<file path="src/vgmt_pkg.sv">
`default_nettype none

package vgmt_pkg;

    // Field widths of one table entry and of the result count.
    localparam int VLAN_W        = 12;
    localparam int IP_W          = 32;
    localparam int PLEN_W        = 6;
    localparam int COUNT_OUT_W   = 9;

    // Argument limits: the VLAN range applies to add and delete, the prefix range to add only.
    localparam logic [VLAN_W-1:0] VLAN_MIN_ROUTED = 12'd1;
    localparam logic [VLAN_W-1:0] VLAN_MAX_ROUTED = 12'd4094;
    localparam logic [PLEN_W-1:0] PREFIX_MIN      = 6'd1;
    localparam logic [PLEN_W-1:0] PREFIX_MAX      = 6'd32;

    typedef enum logic [1:0] {
        CMD_ADD         = 2'd0,
        CMD_DELETE      = 2'd1,
        CMD_REMOVE_VLAN = 2'd2,
        CMD_LOOKUP      = 2'd3
    } t_cmd;

    typedef enum logic [2:0] {
        STAT_OK          = 3'd0,
        STAT_UPDATED     = 3'd1,
        STAT_DELETED     = 3'd2,
        STAT_NOT_FOUND   = 3'd3,
        STAT_FULL        = 3'd4,
        STAT_INVALID     = 3'd5,
        STAT_UNSUPPORTED = 3'd6
    } t_status;

    typedef enum logic [1:0] {
        S_IDLE,
        S_SCAN,
        S_FINISH
    } t_state;

    // One gateway entry as held in a cell of the ring.
    typedef struct packed {
        logic [VLAN_W-1:0] vlan;
        logic [IP_W-1:0]   ip;
        logic [PLEN_W-1:0] plen;
    } t_entry;

    // Command beat.
    typedef struct packed {
        t_cmd              cmd;
        logic [VLAN_W-1:0] vlan_id;
        logic [IP_W-1:0]   ip_addr;
        logic [PLEN_W-1:0] prefix_len;
    } t_cmd_in;

    // Result beat.
    typedef struct packed {
        t_status                status;
        logic                   hit;
        logic                   vlan_active;
        logic                   announce;
        logic                   station_wanted;
        logic [COUNT_OUT_W-1:0] entry_count;
    } t_result;

    // Controls broadcast from the head controller to every ring cell.
    typedef struct packed {
        logic   shift;
        t_entry fb;
    } t_ring_ctl;

endpackage

`default_nettype wire

</file>
<file path="src/vgmt_ctrl.sv">
`default_nettype none

module vgmt_ctrl #(
    parameter int DEPTH = 256
) (
    input  wire logic                         i_clk,
    input  wire logic                         i_rst_n,
    input  wire logic                         i_cfg_we,
    input  wire logic                         i_cfg_wdata,
    input  wire logic                         start,
    output logic                              busy,
    input  wire vgmt_pkg::t_cmd_in            i_cmd,
    input  wire vgmt_pkg::t_entry             i_head,
    output vgmt_pkg::t_ring_ctl               o_ring,
    output logic [$clog2(DEPTH+1)-1:0]        o_drops,
    output logic                              o_done,
    output vgmt_pkg::t_result                 o_result
);

    localparam int CW = $clog2(DEPTH + 1);
    localparam int KW = $clog2(DEPTH);
    localparam logic [KW-1:0] LAST_K   = KW'(DEPTH - 1);
    localparam logic [CW-1:0] DEPTH_CW = CW'(DEPTH);

    vgmt_pkg::t_state  r_state,    n_state;
    vgmt_pkg::t_cmd_in r_cmd,      n_cmd;
    logic [KW-1:0]     r_k,        n_k;
    logic [CW-1:0]     r_count,    n_count;
    logic [CW-1:0]     r_drops,    n_drops;
    logic              r_hit,      n_hit;
    logic              r_active,   n_active;
    logic              r_inserted, n_inserted;
    logic              r_enable,   n_enable;
    logic              r_done,     n_done;
    vgmt_pkg::t_result r_result,   n_result;

    logic              vlan_ok;
    logic              args_ok;
    logic              act_add;
    logic              act_del;
    logic              is_rem;
    logic              in_range;
    logic              at_tail;
    logic              m_vlan;
    logic              m_full;
    logic              drop;
    logic              ins;
    logic [CW-1:0]     new_count;
    vgmt_pkg::t_entry  new_entry;
    vgmt_pkg::t_entry  fb;
    vgmt_pkg::t_result fin;

    // Argument checks and the operation that the scan carries out.
    assign vlan_ok = (r_cmd.vlan_id >= vgmt_pkg::VLAN_MIN_ROUTED)
                  && (r_cmd.vlan_id <= vgmt_pkg::VLAN_MAX_ROUTED);
    assign args_ok = vlan_ok
                  && (r_cmd.prefix_len >= vgmt_pkg::PREFIX_MIN)
                  && (r_cmd.prefix_len <= vgmt_pkg::PREFIX_MAX);
    assign act_add = (r_cmd.cmd == vgmt_pkg::CMD_ADD) && r_enable && args_ok;
    assign act_del = (r_cmd.cmd == vgmt_pkg::CMD_DELETE) && r_enable && vlan_ok;
    assign is_rem  = (r_cmd.cmd == vgmt_pkg::CMD_REMOVE_VLAN);

    // The head cell shows slot r_k; slots below the count are live entries.
    assign in_range = (CW'(r_k) < r_count);
    assign at_tail  = (CW'(r_k) == r_count);
    assign m_vlan   = (i_head.vlan == r_cmd.vlan_id);
    assign m_full   = m_vlan && (i_head.ip == r_cmd.ip_addr);
    assign drop     = in_range && ((act_del && m_full) || (is_rem && m_vlan));
    assign ins      = at_tail && act_add && !r_hit;

    assign new_entry.vlan = r_cmd.vlan_id;
    assign new_entry.ip   = r_cmd.ip_addr;
    assign new_entry.plen = r_cmd.prefix_len;

    // Write-back beat: a new entry at the tail, an updated prefix, or the head as is.
    always_comb begin
        fb = i_head;
        if (ins) begin
            fb = new_entry;
        end else if (in_range && act_add && m_full) begin
            fb.plen = r_cmd.prefix_len;
        end
    end

    assign o_ring.shift = (r_state == vgmt_pkg::S_SCAN);
    assign o_ring.fb    = fb;
    assign o_drops      = r_drops;

    assign new_count = r_count - r_drops + CW'(r_inserted);

    // Result of the finished scan.
    always_comb begin
        fin.status         = vgmt_pkg::STAT_NOT_FOUND;
        fin.hit            = 1'b0;
        fin.vlan_active    = r_active;
        fin.announce       = r_inserted;
        fin.station_wanted = (new_count != '0);
        fin.entry_count    = vgmt_pkg::COUNT_OUT_W'(new_count);
        case (r_cmd.cmd)
            vgmt_pkg::CMD_ADD: begin
                if (!r_enable) begin
                    fin.status = vgmt_pkg::STAT_UNSUPPORTED;
                end else if (!args_ok) begin
                    fin.status = vgmt_pkg::STAT_INVALID;
                end else if (r_hit) begin
                    fin.status = vgmt_pkg::STAT_UPDATED;
                    fin.hit    = 1'b1;
                end else if (r_count >= DEPTH_CW) begin
                    fin.status = vgmt_pkg::STAT_FULL;
                end else begin
                    fin.status = vgmt_pkg::STAT_OK;
                end
            end
            vgmt_pkg::CMD_DELETE: begin
                if (!r_enable) begin
                    fin.status = vgmt_pkg::STAT_UNSUPPORTED;
                end else if (!vlan_ok) begin
                    fin.status = vgmt_pkg::STAT_INVALID;
                end else if (r_hit) begin
                    fin.status = vgmt_pkg::STAT_DELETED;
                    fin.hit    = 1'b1;
                end else begin
                    fin.status = vgmt_pkg::STAT_NOT_FOUND;
                end
            end
            vgmt_pkg::CMD_REMOVE_VLAN: begin
                if (r_drops != '0) begin
                    fin.status = vgmt_pkg::STAT_DELETED;
                end else begin
                    fin.status = vgmt_pkg::STAT_NOT_FOUND;
                end
            end
            vgmt_pkg::CMD_LOOKUP: begin
                if (r_hit) begin
                    fin.status = vgmt_pkg::STAT_OK;
                    fin.hit    = 1'b1;
                end else begin
                    fin.status = vgmt_pkg::STAT_NOT_FOUND;
                end
            end
            default: begin
                fin.status = vgmt_pkg::STAT_NOT_FOUND;
            end
        endcase
    end

    // Sequencer: one full turn of the ring per command, then a finish state that forms the result.
    always_comb begin
        n_state    = r_state;
        n_cmd      = r_cmd;
        n_k        = r_k;
        n_count    = r_count;
        n_drops    = r_drops;
        n_hit      = r_hit;
        n_active   = r_active;
        n_inserted = r_inserted;
        n_enable   = i_cfg_we ? i_cfg_wdata : r_enable;
        n_result   = r_result;
        n_done     = 1'b0;
        case (r_state)
            vgmt_pkg::S_IDLE: begin
                if (start) begin
                    n_cmd      = i_cmd;
                    n_k        = '0;
                    n_drops    = '0;
                    n_hit      = 1'b0;
                    n_active   = 1'b0;
                    n_inserted = 1'b0;
                    n_state    = vgmt_pkg::S_SCAN;
                end
            end
            vgmt_pkg::S_SCAN: begin
                n_hit      = r_hit || (in_range && m_full);
                n_active   = r_active || (in_range && m_vlan && !drop) || ins;
                n_inserted = r_inserted || ins;
                n_drops    = r_drops + CW'(drop);
                if (r_k == LAST_K) begin
                    n_state = vgmt_pkg::S_FINISH;
                end else begin
                    n_k = KW'(r_k + 1'b1);
                end
            end
            vgmt_pkg::S_FINISH: begin
                n_count  = new_count;
                n_result = fin;
                n_done   = 1'b1;
                n_state  = vgmt_pkg::S_IDLE;
            end
            default: begin
                n_state = vgmt_pkg::S_IDLE;
            end
        endcase
    end

    // Control state.
    always_ff @(posedge i_clk) begin
        if (!i_rst_n) begin
            r_state  <= vgmt_pkg::S_IDLE;
            r_count  <= '0;
            r_enable <= 1'b0;
            r_done   <= 1'b0;
        end else begin
            r_state  <= n_state;
            r_count  <= n_count;
            r_enable <= n_enable;
            r_done   <= n_done;
        end
    end

    // Command, scan accumulators and result payload.
    always_ff @(posedge i_clk) begin
        r_cmd      <= n_cmd;
        r_k        <= n_k;
        r_drops    <= n_drops;
        r_hit      <= n_hit;
        r_active   <= n_active;
        r_inserted <= n_inserted;
        r_result   <= n_result;
    end

    assign busy     = (r_state != vgmt_pkg::S_IDLE);
    assign o_done   = r_done;
    assign o_result = r_result;

endmodule

`default_nettype wire

</file>
<file path="config.mk">
export PLATFORM = sky130hd
export DESIGN_NAME = vgmt_ctrl
export DESIGN_NICKNAME = d
export VERILOG_FILES = /design/src/vgmt_pkg.sv /design/src/vgmt_ctrl.sv
export SDC_FILE = /design/constraint.sdc
export NUM_CORES = 1
export LEC_CHECK = 0
export ABC_CLOCK_PERIOD_IN_PS = 3460
export BUFFER_PORTS_ARGS = -buffer_cell sky130_fd_sc_hd__buf_2
export CELL_PAD_IN_SITES_DETAIL_PLACEMENT = 0
export CELL_PAD_IN_SITES_GLOBAL_PLACEMENT = 1
export CORE_UTILIZATION = 30
export CTS_BUF_LIST = sky130_fd_sc_hd__clkbuf_4 sky130_fd_sc_hd__clkbuf_8
export CTS_CLUSTER_SIZE = 30
export DETAILED_ROUTE_END_ITERATION = 10
export GPL_ROUTABILITY_DRIVEN = 0
export PLACE_DENSITY_LB_ADDON = 0.12
export SETUP_SLACK_MARGIN = 0.3
export SLEW_MARGIN = 20
export SYNTH_ARGS = -nofsm -noshare
export SYNTH_HDL_FRONTEND = slang
export SYNTH_SLANG_ARGS = --single-unit
</file>
<file path="constraint.sdc">
create_clock -name i_clk -period 3.46 [get_ports i_clk]
set_input_delay 0 -clock i_clk [delete_from_list [all_inputs] [get_ports i_clk]]
set_output_delay 0 -clock i_clk [all_outputs]
set_load 0.02 [all_outputs]
</file>
**Yosys cells after proc, flatten, opt, wreduce, memory -nomap -nowiden**

Cells that the tools add are included.

- $add $sub $neg: 4
- $lt $le $gt $ge: 6
- Equal/unequal tests: 12
- Mux-type cells: 32
- Reduce and logical (&&, ||, !) cells: 35

Operators with widths:

| cell | number |
|---|---|
| 44-bit two-way mux | 1 |
| 32-bit == test | 1 |
| 9-bit by 1-bit adder with 9-bit output | 2 |
| 1-bit logical AND | 18 |
| 3-bit two-way mux | 6 |
| 9-bit case mux with 2 select lines | 1 |
| 9-bit nonzero test | 2 |
| 8-bit two-way mux | 2 |
| 8-bit case mux with 2 select lines | 1 |
| 12-bit == test | 1 |
| 12-bit by 1-bit greater-or-equal comparator with 1-bit output (second input constant) | 1 |
| 12-bit less-or-equal comparator (second input constant) | 1 |
| 6-bit two-way mux | 2 |
| 3-bit case mux with 4 select lines | 1 |
| 8-bit by 9-bit == test with 1-bit output | 1 |
| 9-bit greater-or-equal comparator (second input constant) | 1 |
| 8-bit by 9-bit less-than comparator with 1-bit output | 1 |
| 1-bit two-way mux | 9 |
| 9-bit two-way mux | 1 |
| 9-bit subtractor | 1 |
| 8-bit by 1-bit adder with 8-bit output (second input constant) | 1 |
| 8-bit == test (second input constant) | 1 |
| 2-bit == test (second input constant) | 3 |
| 6-bit by 1-bit greater-or-equal comparator with 1-bit output (second input constant) | 1 |
| 14 further kinds | 29 |

- Bits in registers: 101
- Logic and storage cells: 108

**Depth between registers and ports, before layout**

- Depth after elaboration: 11
- Depth in mapped cells: 14

**Least setup slack after synthesis**

OpenSTA, ideal clock, no wires.

- Path type: register to register
- From: register r_drops[0], in the netlist o_drops[0]
- To: register r_result (netlist bit o_result[9]), data pin
- Setup time: 272 ps
- Data arrival time: 2908 ps
- Data required time: 3188 ps
- Setup slack: 280 ps
- Cell stages (with the launch flop): 12
- Cells stage by stage: edfxtp_1 > ha_1 > inv_1 > ha_1 > inv_1 > fa_1 > nor2b_1 > o21ai_0 > a21boi_1 > o22ai_1 > xnor3_1 > or4b_1

RTL lines:

| element | RTL line | RTL |
|---|---|---|
| start: declaration | vgmt_ctrl.sv:29 | `logic [CW-1:0] r_drops, n_drops;` |
| start signal: assignment | vgmt_ctrl.sv:214 | `r_drops <= n_drops;` |
| end signal: assignment | vgmt_ctrl.sv:218 | `r_result <= n_result;` |
| end: declaration | vgmt_ctrl.sv:35 | `vgmt_pkg::t_result r_result, n_result;` |

==> impl_metrics.yaml <==
timing:
  slew_headroom: 0.4423
  rsz0062_at_grt: "yes"
  layout_setup_ws_ps: 411.4
  tns_ps: 0
  hold_viol_final: 0
  fmax_ghz: 0.3280
  period_share: 0.8811
  finClkSkew_ps: 18.09
  setup_violations: 0
  worst_pin_slew_ps: 836.6
  drv_slew: 0
  period_needed_ps: 3049
setup_path:
  worstSetupPathType: "register to register"
  cp.arrival_ps: 3170
  worstSetupEndpointType: "register"
  path_max_fanout: 4
  worst_setup_path_start_kind: "register"
  critPathRequiredTime_ps: 3580
synthesis:
  synth_edf_count: 88
  ys_types: 55
  yosysMostFrequentCell: "edfxtp_1"
  synth_common_cells: "edfxtp_1, inv_1, xnor2_1"
  synthTopCellsByArea: "edfxtp_1, mux2_4, xnor2_1"
  synth_area_per_cell_um2: 11.95
  ys_seq_area_frac: 0.4907
  yosys.area.top_type: "edfxtp_1"
  yosysWarnings: 0
  async_reset_ff_frac: 0
  synth_nets: 630
  synthCells: 495
  synthesis.area_mm2: 0.005916
  yosysTopAreaCellShare: 0.4467
  synth_seq_cells: 101
  synth_top_flop_cell: "edfxtp_1"
global_route:
  grt_usage: 0.1630
  globalRouteOverflowTotal: 0
  antenna_found_initial: 0
  grt_pass1_vias: 4828
  grt_first_pass_wirelength_um: 24980
  grt_max_degree: 47
layout:
  post-route-util: 0.4264
  fin_area_mm2: 0.008109
  num-fill-cells: 1893
  areaGrowthSynthToFinish_pct: 37.08
  nNetsFinal: 880
  drive_gt1_frac: 0.3667
  n_antenna_cell: 0
floorplan:
  ios: 185
  rows: 50
  initial_core_util: 0.3111
  die_h_um: 142.4
  dieWidth_um: 142.4
  die-area_mm2: 0.02028
  core_mm2: 0.01902
run_status:
  status: "completed"
cts:
  cts.reportedPaths.clkPinSlew_ps: 110
  cts_tree: "yes"
  cts.sinks: 101
  htreeDepth: 3
  clockBufferDepth: 2
  cts_root_buf: "clkbuf_8"
  cts_made_buffers: 9
  clock_latency_ps: 380
pwr:
  ir_worst_vdd_uv: 177.0
  p_per_area_mw_per_mm2: 369.3
  power_mw: 2.994
  p_leak_nw: 3.421
place:
  pre_cts_slack_ps: 198.4
  io_buffers: 184
  place_area_mm2: 0.007128
  hpwl_um: 12310
flow_run:
  max_cap_violations: 0
detailed_routing:
  drt-total-wl_um: 16310
  via_count: 4713
  wl_per_cell_um: 16.15
  drc: 0
  first_iter_violations: 165
  via_per_inst: 4.666
  drt-pass1-iter-count: 4
  detail-route-antenna-nets: 0
hold_path:
  hold_path_class: "input pin to register"
==> final timing paths <==
kind                   to  depth (start not counted)  slack, ps        from
min reg2reg  o_result[11]                          0        480    r_active
max reg2reg   o_result[9]                         11        410  o_drops[0]
min                r_k[6]                          4        180       start
max           o_result[9]                         11        410  o_drops[0]
==> critical path, cell delays in order, from the launching register on <==
cell and delay (ps):
edfxtp_1 420, ha_1 300, inv_1 60, ha_2 170
inv_1 50, fa_2 340, nor2b_1 140, o21ai_2 70
a21boi_2 300, o31ai_4 120, a2111oi_4 350, or4b_1 460
==> logic make-up after synthesis <==
| logic type | synth area share |
|---|---|
| mux | 0.1129 |
| xor+xnor | 0.08820 |
| flops | 0.4907 |
| fa+ha+maj | 0.06049 |
| simple gates | 0.1256 |
| compound gates | 0.07805 |
| buf+inv | 0.04399 |
==> flip-flops by register name (all words and copies together), names as in the netlist, 2 cells and up <==
| name | count |
|---|---|
| new_entry | 50 |
| o_result | 16 |
| o_drops | 9 |
| r_count | 9 |
| r_k | 8 |
| r_cmd | 2 |
| r_state | 2 |
==> cell type report <==
| cell class | instances | area [um2] | area share |
|---|---|---|---|
| inverter | 39 | 146.4 | 0.01805 |
| clock buffer | 9 | 123.9 | 0.01528 |
| multi-input combinational | 337 | 2841 | 0.3504 |
| sequential | 101 | 2904 | 0.3581 |
| clock inverter | 7 | 121.4 | 0.01497 |
| tap | 260 | 325.3 | 0.04012 |
| timing repair buffer | 257 | 1647 | 0.2031 |
==> layer usage <==
metal / vias to the layer above / wire length, um / GRT usage
li1: 2324 / - / -
met2: 137 / 8153 / 0.2884
met4: 0 / 201 / 0.04754
met3: 13 / 979 / 0.04475
met5: - / 0 / 0
met1: 2239 / 6972 / 0.1914
==> through the flow <==
| stage | hold WS (ps) | instances |
|---|---|---|
| detailed placement | 178.2 | 929 |
| global route | 196.3 | 1010 |
| floorplan | 98.87 | 495 |
| global placement | 176.2 | 929 |
| CTS | 158.2 | 1004 |
| finish | 181.0 | 1010 |
==> placed cells by master (no fill, tap or decap), types with 5 or more instances in the layout <==
cell type / n
buf_2: 184
edfxtp_1: 88
dlygate4sd3_1: 56
xnor2_1: 39
mux2_4: 38
inv_1: 36
nand2_1: 28
ha_1: 26
xor2_1: 18
nor2_1: 17
a21oi_1: 16
nand4_1: 16
o21ai_0: 15
nand3_1: 15
buf_4: 15
dfxtp_1: 12
nor4_1: 9
clkbuf_8: 9
o211ai_1: 8
or3_1: 8
or4_1: 7
and2_1: 7
nand2b_1: 6
mux2_1: 6
a21boi_0: 6
o31a_1: 5
==> repair_timing <==
item,CTS,global route
endpoints found under the setup margin,45,53
hold endpoints to repair,64,0
resized for setup,5,17
hold buffers,56,0
setup buffers,3,5
pin swaps,1,6
gates cloned,0,1
==> where the power goes <==
| group | total (mW) | switching (mW) | internal (mW) |
|---|---|---|---|
| Sequential | 1.48 | 0.0644 | 1.41 |
| Clock | 0.924 | 0.438 | 0.486 |
| Combinational | 0.594 | 0.307 | 0.287 |
| Total | 2.99 | 0.809 | 2.18 |
Note: power is estimated with default switching activity, not from simulation.
