## src/vgmt_pkg.sv

```systemverilog
`default_nettype none

package vgmt_pkg;

    // Field widths of one table entry and of the result count.
    localparam int VLAN_W        = 12;
    localparam int IP_W          = 32;
    localparam int PLEN_W        = 6;
    localparam int COUNT_OUT_W   = 9;

    // Argument limits: the VLAN range applies to add and delete, the prefix range to add only.
    localparam logic [VLAN_W-1:0] VLAN_MIN_ROUTED = 12'd1;
    localparam logic [VLAN_W-1:0] VLAN_MAX_ROUTED = 12'd4094;
    localparam logic [PLEN_W-1:0] PREFIX_MIN      = 6'd1;
    localparam logic [PLEN_W-1:0] PREFIX_MAX      = 6'd32;

    typedef enum logic [1:0] {
        CMD_ADD         = 2'd0,
        CMD_DELETE      = 2'd1,
        CMD_REMOVE_VLAN = 2'd2,
        CMD_LOOKUP      = 2'd3
    } t_cmd;

    typedef enum logic [2:0] {
        STAT_OK          = 3'd0,
        STAT_UPDATED     = 3'd1,
        STAT_DELETED     = 3'd2,
        STAT_NOT_FOUND   = 3'd3,
        STAT_FULL        = 3'd4,
        STAT_INVALID     = 3'd5,
        STAT_UNSUPPORTED = 3'd6
    } t_status;

    typedef enum logic [1:0] {
        S_IDLE,
        S_SCAN,
        S_FINISH
    } t_state;

    // One gateway entry as held in a cell of the ring.
    typedef struct packed {
        logic [VLAN_W-1:0] vlan;
        logic [IP_W-1:0]   ip;
        logic [PLEN_W-1:0] plen;
    } t_entry;

    // Command beat.
    typedef struct packed {
        t_cmd              cmd;
        logic [VLAN_W-1:0] vlan_id;
        logic [IP_W-1:0]   ip_addr;
        logic [PLEN_W-1:0] prefix_len;
    } t_cmd_in;

    // Result beat.
    typedef struct packed {
        t_status                status;
        logic                   hit;
        logic                   vlan_active;
        logic                   announce;
        logic                   station_wanted;
        logic [COUNT_OUT_W-1:0] entry_count;
    } t_result;

    // Controls broadcast from the head controller to every ring cell.
    typedef struct packed {
        logic   shift;
        t_entry fb;
    } t_ring_ctl;

endpackage

`default_nettype wire

```

## src/vgmt_cell.sv

```systemverilog
`default_nettype none

module vgmt_cell #(
    parameter int DEPTH = 256,
    parameter int INDEX = 0
) (
    input  wire logic                         i_clk,
    input  wire vgmt_pkg::t_ring_ctl          i_ctl,
    input  wire logic [$clog2(DEPTH+1)-1:0]   i_drops,
    input  wire vgmt_pkg::t_entry             i_next,
    output vgmt_pkg::t_entry                  o_q
);

    localparam int CW = $clog2(DEPTH + 1);

    // This cell is the write slot while the drop count equals its distance from the tail.
    localparam logic [CW-1:0] LOAD_AT = CW'(DEPTH - 1 - INDEX);

    vgmt_pkg::t_entry r_entry;
    vgmt_pkg::t_entry n_entry;

    // While the ring shifts, take the write-back beat at the write slot, else the neighbor's entry; otherwise hold.
    always_comb begin
        n_entry = r_entry;
        if (i_ctl.shift) begin
            if (i_drops == LOAD_AT) begin
                n_entry = i_ctl.fb;
            end else begin
                n_entry = i_next;
            end
        end
    end

    always_ff @(posedge i_clk) begin
        r_entry <= n_entry;
    end

    assign o_q = r_entry;

endmodule

`default_nettype wire

```

## config.mk

```make
export PLATFORM = sky130hd
export DESIGN_NAME = vgmt_cell
export DESIGN_NICKNAME = d
export VERILOG_FILES = /design/src/vgmt_pkg.sv /design/src/vgmt_cell.sv
export SDC_FILE = /design/constraint.sdc
export NUM_CORES = 1
export LEC_CHECK = 0
export BUFFER_PORTS_ARGS = -buffer_cell sky130_fd_sc_hd__buf_2
export CAP_MARGIN = 20
export CORE_MARGIN = 2
export CORE_UTILIZATION = 30
export CTS_CLUSTER_SIZE = 14
export DETAILED_ROUTE_END_ITERATION = 6
export SLEW_MARGIN = 0
export SYNTH_ARGS = -nofsm -noshare
export SYNTH_HDL_FRONTEND = slang
export SYNTH_SLANG_ARGS = --single-unit
```

## constraint.sdc

```tcl
create_clock -name i_clk -period 2.1 [get_ports i_clk]
set_input_delay 0.21 -clock i_clk [delete_from_list [all_inputs] [get_ports i_clk]]
set_output_delay 0.21 -clock i_clk [all_outputs]
set_load 0.1 [all_outputs]
```

* Word level (Yosys, flattened, before mapping)
Cells that the tools add are included.
** Word-level totals
- Register bits :: 50
- Input port bits :: 111
** Operators by class
- Eq/ne operators :: 1
- Muxes and demuxes :: 1
** Operator list (number)
- 50-bit two-way mux :: 1
- 9-bit by 8-bit == test with 1-bit output, second input constant :: 1

* Longest topological paths before layout
Gate-level depths: netlist of run 1.
- Depth after elaboration :: 2
- Depth in mapped cells :: 4

* Worst setup path before layout of run 1
OpenSTA, ideal clock, no wires.
- Path kind :: in2reg
- Start :: input i_drops[3]
- End :: register r_entry (netlist bit o_q[0]) (data pin)
- Library setup time :: 0.260 ns
- Arrival :: 1.284 ns
- Slack :: 0.555 ns
- Cell stages on the path :: 4
- Cell sequence :: nand4_2 nor4b_4 buf_6 mux2_4
** Between the ends
- Word-level cells in the longest chain between the ends :: 2
** Ends and longest elaborated chain
- start, declared :: RTL line vgmt_cell.sv:9 : input wire logic [$clog2(DEPTH+1)-1:0] i_drops,
- 9-bit by 8-bit == test with 1-bit output :: RTL line vgmt_cell.sv:26 : if (i_drops == LOAD_AT) begin
- 50-bit two-way mux :: RTL line vgmt_cell.sv:26
- end signal, assigned :: RTL line vgmt_cell.sv:35 : r_entry <= n_entry;
- end, declared :: RTL line vgmt_cell.sv:19 : vgmt_pkg::t_entry r_entry;
No other way between the ends.
A chain may end at the register's enable or synchronous reset.

* Worst setup path in the final report of run 1
- Start :: input i_drops[3]
- End :: register r_entry (netlist bit o_q[8]) (data pin)
The elaborated chain is that of the path after synthesis.

==> results.yml, run 1 <==
clock_network:
  cts_tree: "yes"
  clock_tree.buffer_depth: 2
  cts_resized: 0
  holdBufCountCts: 0
  htree_num_levels: 2
  cts_buffers: 5
  post-cts-setup-buffers: 0
  clock-root-buffer: "clkbuf_8"
  clk_pin_slew_ps: 90
  cts.sinks: 50
global_route:
  use_met2: 0.211
  grt_pass1_wl_um: 7040
  grt_overflow: 0
  grt_util_all_layers: 0.116
  globalRouteMet1Util: 0.128
  grt_start_max_net_pins: 51
  use_met3: 0.0347
  busiest_layer: "met2"
  grt_pass1_vias: 1485
  antenna_found_initial: 0
detailed_routing:
  avgRoutedWirePerCell_um: 13.4
  drt_iter0_drc: 29
  dr.pass1.iters: 4
  drc: 0
  antenna_left: 0
  finalWirelength_um: 4970
  routed_via_density: 4.17
  via_count: 1553
floorplanning:
  dieWidth_um: 89.6
  coreArea_mm2: 0.00718
  fp.dieArea_mm2: 0.00803
  pin_count: 161
  num_rows: 31
  die_y_um: 89.6
  start_util: 0.307
timing:
  fin_crit_sh: 0.671
  setup_violations: 0
  grt_setup_unrepaired: "no"
  worstMarginPinSlew_ps: 525
  slew_headroom: 0.650
  fin_setup_tns_ps: 0
  drv_slew: 0
  fin_crit_ps: 1410
  final-hold-violation-count: 0
  max_freq_mhz: 710
pwr:
  leakagePower_nw: 1.41
  power.total_mw: 2.57
  worst_ir_drop_vdd_uv: 289
  powerDensity_mw_per_mm2: 803
run:
  maxCapViolations: 0
synthesis:
  netlist.area_leader.share: 0.683
  yosys.area.top_type: "edfxtp_1"
  synth-warning-count: 0
  seq_area_frac_synth: 0.683
  synthXorXnorAreaFrac: 0
  synth_mux_area_frac: 0.273
  yosys.area_share.simple: 0.0188
  syn_area_per_cell_um2: 20.4
  synth_fp_nets: 219
  synthCells: 108
  synthAdderAreaFrac: 0
  synthesis.area_mm2: 0.00220
  synthTopCellsByArea: "edfxtp_1 (68%), mux2_2 (20%), mux2_4 (6.8%)"
  synth_top_family_by_area: "multiplexers"
  synth-seq-cells: 50
  ys_types: 7
  synth-compound-area-share: 0
layout:
  n_fill_cell: 683
  final_cell_mix: "buf_2 (160), edfxtp_1 (50), mux2_2 (40)"
  utilization: 0.446
  diodes: 0
  largest_reg_flops: 50
  fin_area_mm2: 0.00320
  fin_cells: 372
  drive_gt1_frac: 0.813
  area_growth_syn_to_layout_pct: 45.4
  fin_nets: 383
  final_common_cell: "buf_2"
critical_path:
  crit_type: "in2reg"
  crit_start: "i_drops[3]"
  crit_path_start_kind: "primary input"
  cp_max_fo: 50
  crit_arrival_ps: 1460
  critPathRequiredTime_ps: 2160
  setup.worst_path.end_class: "register"
placement:
  dp.cells: 364
  placed_cell_area_mm2: 0.00311
  portBuffers: 160
  place_congestion: 0.742
hold_path:
  min_to: "o_q[23]$_DFFE_PP_"
  min_path_cells: 2
  worstHoldStart: "i_next[23]"
  hold_class: "in2reg"
status:
  status: "complete, no violations"
==> final cells by class <==
cell class | count | area [µm²] | share of cell area
multi-input combinational | 53 | 642 | 0.201
tap | 99 | 124 | 0.0387
timing repair buffer | 162 | 841 | 0.263
clock buffer | 5 | 68.8 | 0.0215
sequential | 50 | 1500 | 0.469
clock inverter | 3 | 21.3 | 0.00665
==> stage by stage <==
stage               hold WS, ps  setup WS [ps]
floorplan                   322            555
global placement            512            400
detailed placement          514            362
CTS                         193            693
global route                194            666
finish                      208            691
==> metal layers <==
metal,vias to the layer above,part of all wire
met1,710,0.36
met4,0,0.013
met5,-,0
met3,4,0.094
met2,86,0.53
li1,753,-
==> cell families (layout without fill, tap and decap cells) <==
group | Yosys count | count (layout)
mux | 50 | 50
flops | 50 | 50
buf+inv | 5 | 170
simple gates | 3 | 3
==> worst max path at each step <==
| stage | to | slack (ps) | cells past startpoint |
|---|---|---|---|
| floorplan | o_q[0]$_DFFE_PP_ | 560 | 4 |
| global placement | o_q[12]$_DFFE_PP_ | 400 | 5 |
| detailed placement | o_q[8]$_DFFE_PP_ | 360 | 5 |
| CTS | o_q[8]$_DFFE_PP_ | 690 | 5 |
| global route | o_q[8]$_DFFE_PP_ | 670 | 5 |
| finish | o_q[8]$_DFFE_PP_ | 690 | 5 |
==> worst max-delay path: stages <==
cell and delay (ps):
buf_2 80, nand4_2 120, nor4b_4 330, buf_12 320
mux2_2 380
==> synthesized netlist by cell type <==
cell and n:
edfxtp_1 50, buf_6 5, mux2_4 10, nand3_1 1
nor4b_4 1, mux2_2 40, nand4_2 1
==> power by group <==
| part | internal, mW | total [mW] | switching, mW |
|---|---|---|---|
| sequential | 1.18 | 1.20 | 0.0177 |
| combinational | 0.167 | 0.820 | 0.654 |
| clock | 0.234 | 0.546 | 0.312 |
| total | 1.59 | 2.57 | 0.983 |
Note: power is estimated with default switching activity, not from simulation.
==> inputs of run 2 (changes only) <==
Clock period 2.1 ns to 1.15 ns, I/O delays scaled along.
==> run 2 against run 1 <==
The flow now finishes with violations (setup timing). Combinational power up 140%. Total power up 110%. Count of clock-buffer cells in the layout up 1. Utilization up 15 points. Worst setup slack worse by 850 ps. Largest cell class is now buffers.
==> results.yml, run 2 (synthesis results as in run 1) <==
timing:
  final-hold-violation-count: 0
  fin_ws_ps: -158
  slew_headroom: 0.859
  max_freq_mhz: 765
  setup_violations: 50
  fin_crit_ps: 1310
  drv_slew: 0
  fin_setup_tns_ps: -6250
  fin_crit_sh: 1.14
  whs_ps: 110
  grt_setup_unrepaired: "yes"
  worstMarginPinSlew_ps: 210
detailed_routing:
  finalWirelength_um: 6360
  drc: 0
  avgRoutedWirePerCell_um: 16.6
  via_count: 1664
  dr.pass1.iters: 4
  antenna_left: 0
  routed_via_density: 4.34
  drt_iter0_drc: 34
global_route:
  grt_overflow: 0
  antenna_found_initial: 0
  grt_start_max_net_pins: 37
  grt_util_all_layers: 0.151
  grt_pass1_vias: 1707
  grt_pass1_wl_um: 8830
clock_network:
  htree_num_levels: 2
  clk_pin_slew_ps: 100
  cts_tree: "yes"
  clock-root-buffer: "clkbuf_8"
  cts_buffers: 5
  clock_tree.buffer_depth: 2
  cts.sinks: 50
pwr:
  seqPwrFrac: 0.416
  cellInternalPower_mw: 3.58
  leakagePower_nw: 1.81
  swShare: 0.348
  worst_ir_drop_vdd_uv: 534
  powerDensity_mw_per_mm2: 1300
  combPwrFrac: 0.359
  clkPwrFrac: 0.225
  power_switching_mw: 1.91
layout:
  drive_gt1_frac: 0.820
  final_common_cell: "buf_2"
  fin_nets: 394
  area_growth_syn_to_layout_pct: 92.9
  largest_reg_flops: 50
  final_cell_mix: "buf_2 (106), buf_12 (54), edfxtp_1 (50)"
  diodes: 0
run:
  maxCapViolations: 0
critical_path:
  crit_start: "i_drops[0]"
  cp-endpoint: "o_q[4]$_DFFE_PP_"
  setup.worst_path.end_class: "register"
  crit_type: "in2reg"
  critPathRequiredTime_ps: 1200
  cp_max_fo: 8
  crit_path_start_kind: "primary input"
  crit_arrival_ps: 1360
placement:
  dp_slack_ps: -500
  hpwl_um: 4780
  portBuffers: 160
  place_congestion: 0.723
floorplanning:
  dieWidth_um: 89.6
  num_rows: 31
  pin_count: 161
  fp.dieArea_mm2: 0.00803
  die_y_um: 89.6
  start_util: 0.307
  coreArea_mm2: 0.00718
hold_path:
  hold_class: "in2reg"
  worstHoldStart: "i_next[17]"
status:
  violations: "setup timing"
  status: "finished with violations"
==> run 2: final cells by class <==
cell class                      instances  area, µm²
Timing Repair Buffer                  173       1820
Tap cell                               99        124
Clock buffer                            6       72.6
Multi-Input combinational cell         53        689
Fill cell                             535       2930
Clock inverter                          2       37.5
Sequential cell                        50       1500
==> run 2: worst max-delay path, cell delays in order <==
cell and delay, ps:
buf_8 70, nand4_4 100, nor4b_4 270, buf_6 140, buf_12 90, buf_12 120
buf_16 140, mux2_4 290
==> run 2: power groups by stage <==
stage | Combinational [mW] | Sequential, mW | Clock [mW]
2_1_floorplan | 0.101 | 3.28 | 0
3_3_place_gp | 1.95 | 2.33 | 0
3_5_place_dp | 1.96 | 2.33 | 0
4_1_cts | 1.98 | 2.29 | 1.27
5_1_grt | 2.03 | 2.30 | 1.31
6_report | 1.98 | 2.29 | 1.23
==> run 2: through the flow <==
step | power, mW | instances | util | instance area, µm²
2_1_floorplan | 3.38 | 108 | - | 2220
6_report | 5.50 | 383 | 0.591 | 4240
4_1_cts | 5.54 | 383 | 0.590 | 4240
3_3_place_gp | 4.28 | 367 | 0.544 | 3910
5_1_grt | 5.64 | 383 | 0.591 | 4240
3_5_place_dp | 4.30 | 367 | 0.544 | 3910
==> run 2: metal layers <==
metal / global-route usage / share of wire
met1: 0.172 / 0.37
met2: 0.284 / 0.54
met3: 0.0366 / 0.088
met4: 0.0366 / 0.0063
met5: 0 / 0
==> run 2: worst min path at each step <==
stage | to | slack (ps) | cells after the start
2_1_floorplan | o_q[0]$_DFFE_PP_ | 230 | 0
3_3_place_gp | o_q[18]$_DFFE_PP_ | 420 | 2
3_5_place_dp | o_q[5]$_DFFE_PP_ | 420 | 2
4_1_cts | o_q[28]$_DFFE_PP_ | 100 | 2
5_1_grt | o_q[47]$_DFFE_PP_ | 100 | 2
6_report | o_q[17]$_DFFE_PP_ | 110 | 2
==> run 2: timing repair <==
item	in CTS	in global routing
resized for setup	16	2
pin swaps	2	0
hold buffers	0	0
cloned	4	0
setup buffers	4	0
endpoints found under the setup margin	50	50
==> inputs of run 3 (changes only) <==
Settings changed: CAP_MARGIN 20 to default, PLACE_DENSITY_LB_ADDON from default to 0.12.
==> run 3 against run 2 <==
The flow still finishes with violations (setup timing). Fmax increased by 0.48%. Routed wire length decreased by 3.2%. Clock power down 22%. Die area unchanged. Global-route usage fell by 0.57 points. Hold slack improved by 7.8 ps. First-iteration DRC count decreased by 2.9%. Count of clock-buffer cells in the layout is the same. Combinational power hardly changed.
==> results.yml, run 3 (synthesis results as in run 1) <==
layout:
  n_fill_cell: 548
  fin_cells: 384
  regArea_mm2: 0.00150
  final_common_cell: "buf_2"
  area_growth_syn_to_layout_pct: 98.5
  fin_nets: 395
  multiInputGateArea_um2: 797
  final_cell_mix: "buf_2 (106), buf_12 (56), edfxtp_1 (50)"
  drive_gt1_frac: 0.814
  utilization: 0.609
  largest_reg_flops: 50
  diodes: 0
pwr:
  power.total_mw: 5.25
  worst_ir_drop_vdd_uv: 563
  powerDensity_mw_per_mm2: 1200
  leakagePower_nw: 1.92
critical_path:
  crit_type: "in2reg"
  crit_arrival_ps: 1350
  crit_path_start_kind: "primary input"
  crit_start: "i_drops[0]"
  critPathRequiredTime_ps: 1200
  setup.worst_path.end_class: "register"
  cp_max_fo: 5
  cp-endpoint: "o_q[21]$_DFFE_PP_"
clock_network:
  htree_num_levels: 2
  cts_tree: "yes"
  holdBufCountCts: 0
  cts.sinks: 50
  clock_tree.buffer_depth: 2
  cts_buffers: 5
  clock-root-buffer: "clkbuf_8"
  clk_pin_slew_ps: 90
timing:
  fin_ws_ps: -151
  fin_crit_ps: 1300
  final-hold-violation-count: 0
  max_freq_mhz: 768
  whs_ps: 118
  drv_slew: 0
  worstMarginPinSlew_ps: 281
  slew_headroom: 0.813
  fin_crit_sh: 1.13
  setup_violations: 50
  grt_setup_unrepaired: "yes"
floorplanning:
  die_y_um: 89.6
  start_util: 0.307
  fp.dieArea_mm2: 0.00803
  dieWidth_um: 89.6
  num_rows: 31
  coreArea_mm2: 0.00718
  pin_count: 161
global_route:
  grt_start_max_net_pins: 51
  grt_pass1_vias: 1683
  grt_pass1_wl_um: 8610
  grt_util_all_layers: 0.146
  antenna_found_initial: 0
  grt_overflow: 0
detailed_routing:
  route.met2.wl_um: 3270
  drc: 0
  drt_iter0_drc: 33
  avgRoutedWirePerCell_um: 16.0
  finalWirelength_um: 6160
  route.met3.wl_um: 640
  via_count: 1680
  top_layer: "met4"
  antenna_left: 0
  dr.pass1.iters: 4
  wl_met1_um: 2190
  routed_via_density: 4.38
status:
  violations: "setup timing"
  status: "finished with violations"
run:
  maxCapViolations: 0
hold_path:
  hold_class: "in2reg"
placement:
  dp.cells: 367
  portBuffers: 160
  place_congestion: 0.710
  hpwl_um: 4430
run 3: changes by cell type in the layout (fill, tap and decap cells not counted), moves of 2 or more:
cell       before  now
mux2_2         31    1
mux2_4         19   49
buf_12         54   56
buf_4           3    1
clkbuf_16       0    2
run 3: power breakdown:
part	internal (mW)	switching (mW)	leakage, nW	total (mW)
sequential	2.17	0.113	0.489	2.29
clock	0.419	0.538	0.0426	0.958
combinational	0.787	1.22	1.38	2.00
total	3.38	1.87	1.92	5.25
run 3: worst max-delay path, stage by stage:
cell and delay [ps]:
buf_8 80, nand4_4 110, nor4b_4 300, buf_6 160, buf_12 140, clkbuf_16 150, mux2_4 290
run 3: cell type report:
type | count | area share
multi-input combinational | 53 | 0.183
sequential | 50 | 0.344
clock buffer | 6 | 0.0166
timing repair buffer | 174 | 0.427
clock inverter | 2 | 0.00201
tap | 99 | 0.0284
run 3: metrics by stage:
stage	TNS, ps	setup WS (ps)	cell area (µm²)
after global routing	-6920	-167	4370
after CTS	-3810	-117	4220
after floorplan	-14690	-298	2220
after global placement	-21910	-480	3920
after detailed placement	-22350	-502	3920
final	-6140	-151	4370
run 3: how the worst min path moves through the flow:
stage | startpoint | end | slack (ps) | cells past startpoint
2_1_floorplan | i_ctl[50] | o_q[0]$_DFFE_PP_ | 230 | 0
3_3_place_gp | i_next[20] | o_q[20]$_DFFE_PP_ | 420 | 2
3_5_place_dp | i_ctl[47] | o_q[47]$_DFFE_PP_ | 420 | 2
4_1_cts | i_ctl[47] | o_q[47]$_DFFE_PP_ | 110 | 2
5_1_grt | i_ctl[25] | o_q[25]$_DFFE_PP_ | 110 | 2
6_report | i_ctl[47] | o_q[47]$_DFFE_PP_ | 120 | 2
run 3: repair_timing:
action / CTS / global route
pin swaps: 1 / 2
buffers inserted: 3 / 1
gates resized for setup: 28 / 23
gates cloned: 3 / 2
endpoints found under the setup margin: 49 / 50
run 3: per-layer routing:
layer | vias up | track usage
met2 | 95 | 0.272
met3 | 4 | 0.0439
li1 | 780 | -
met5 | - | 0
met4 | 0 | 0.0421
met1 | 801 | 0.158
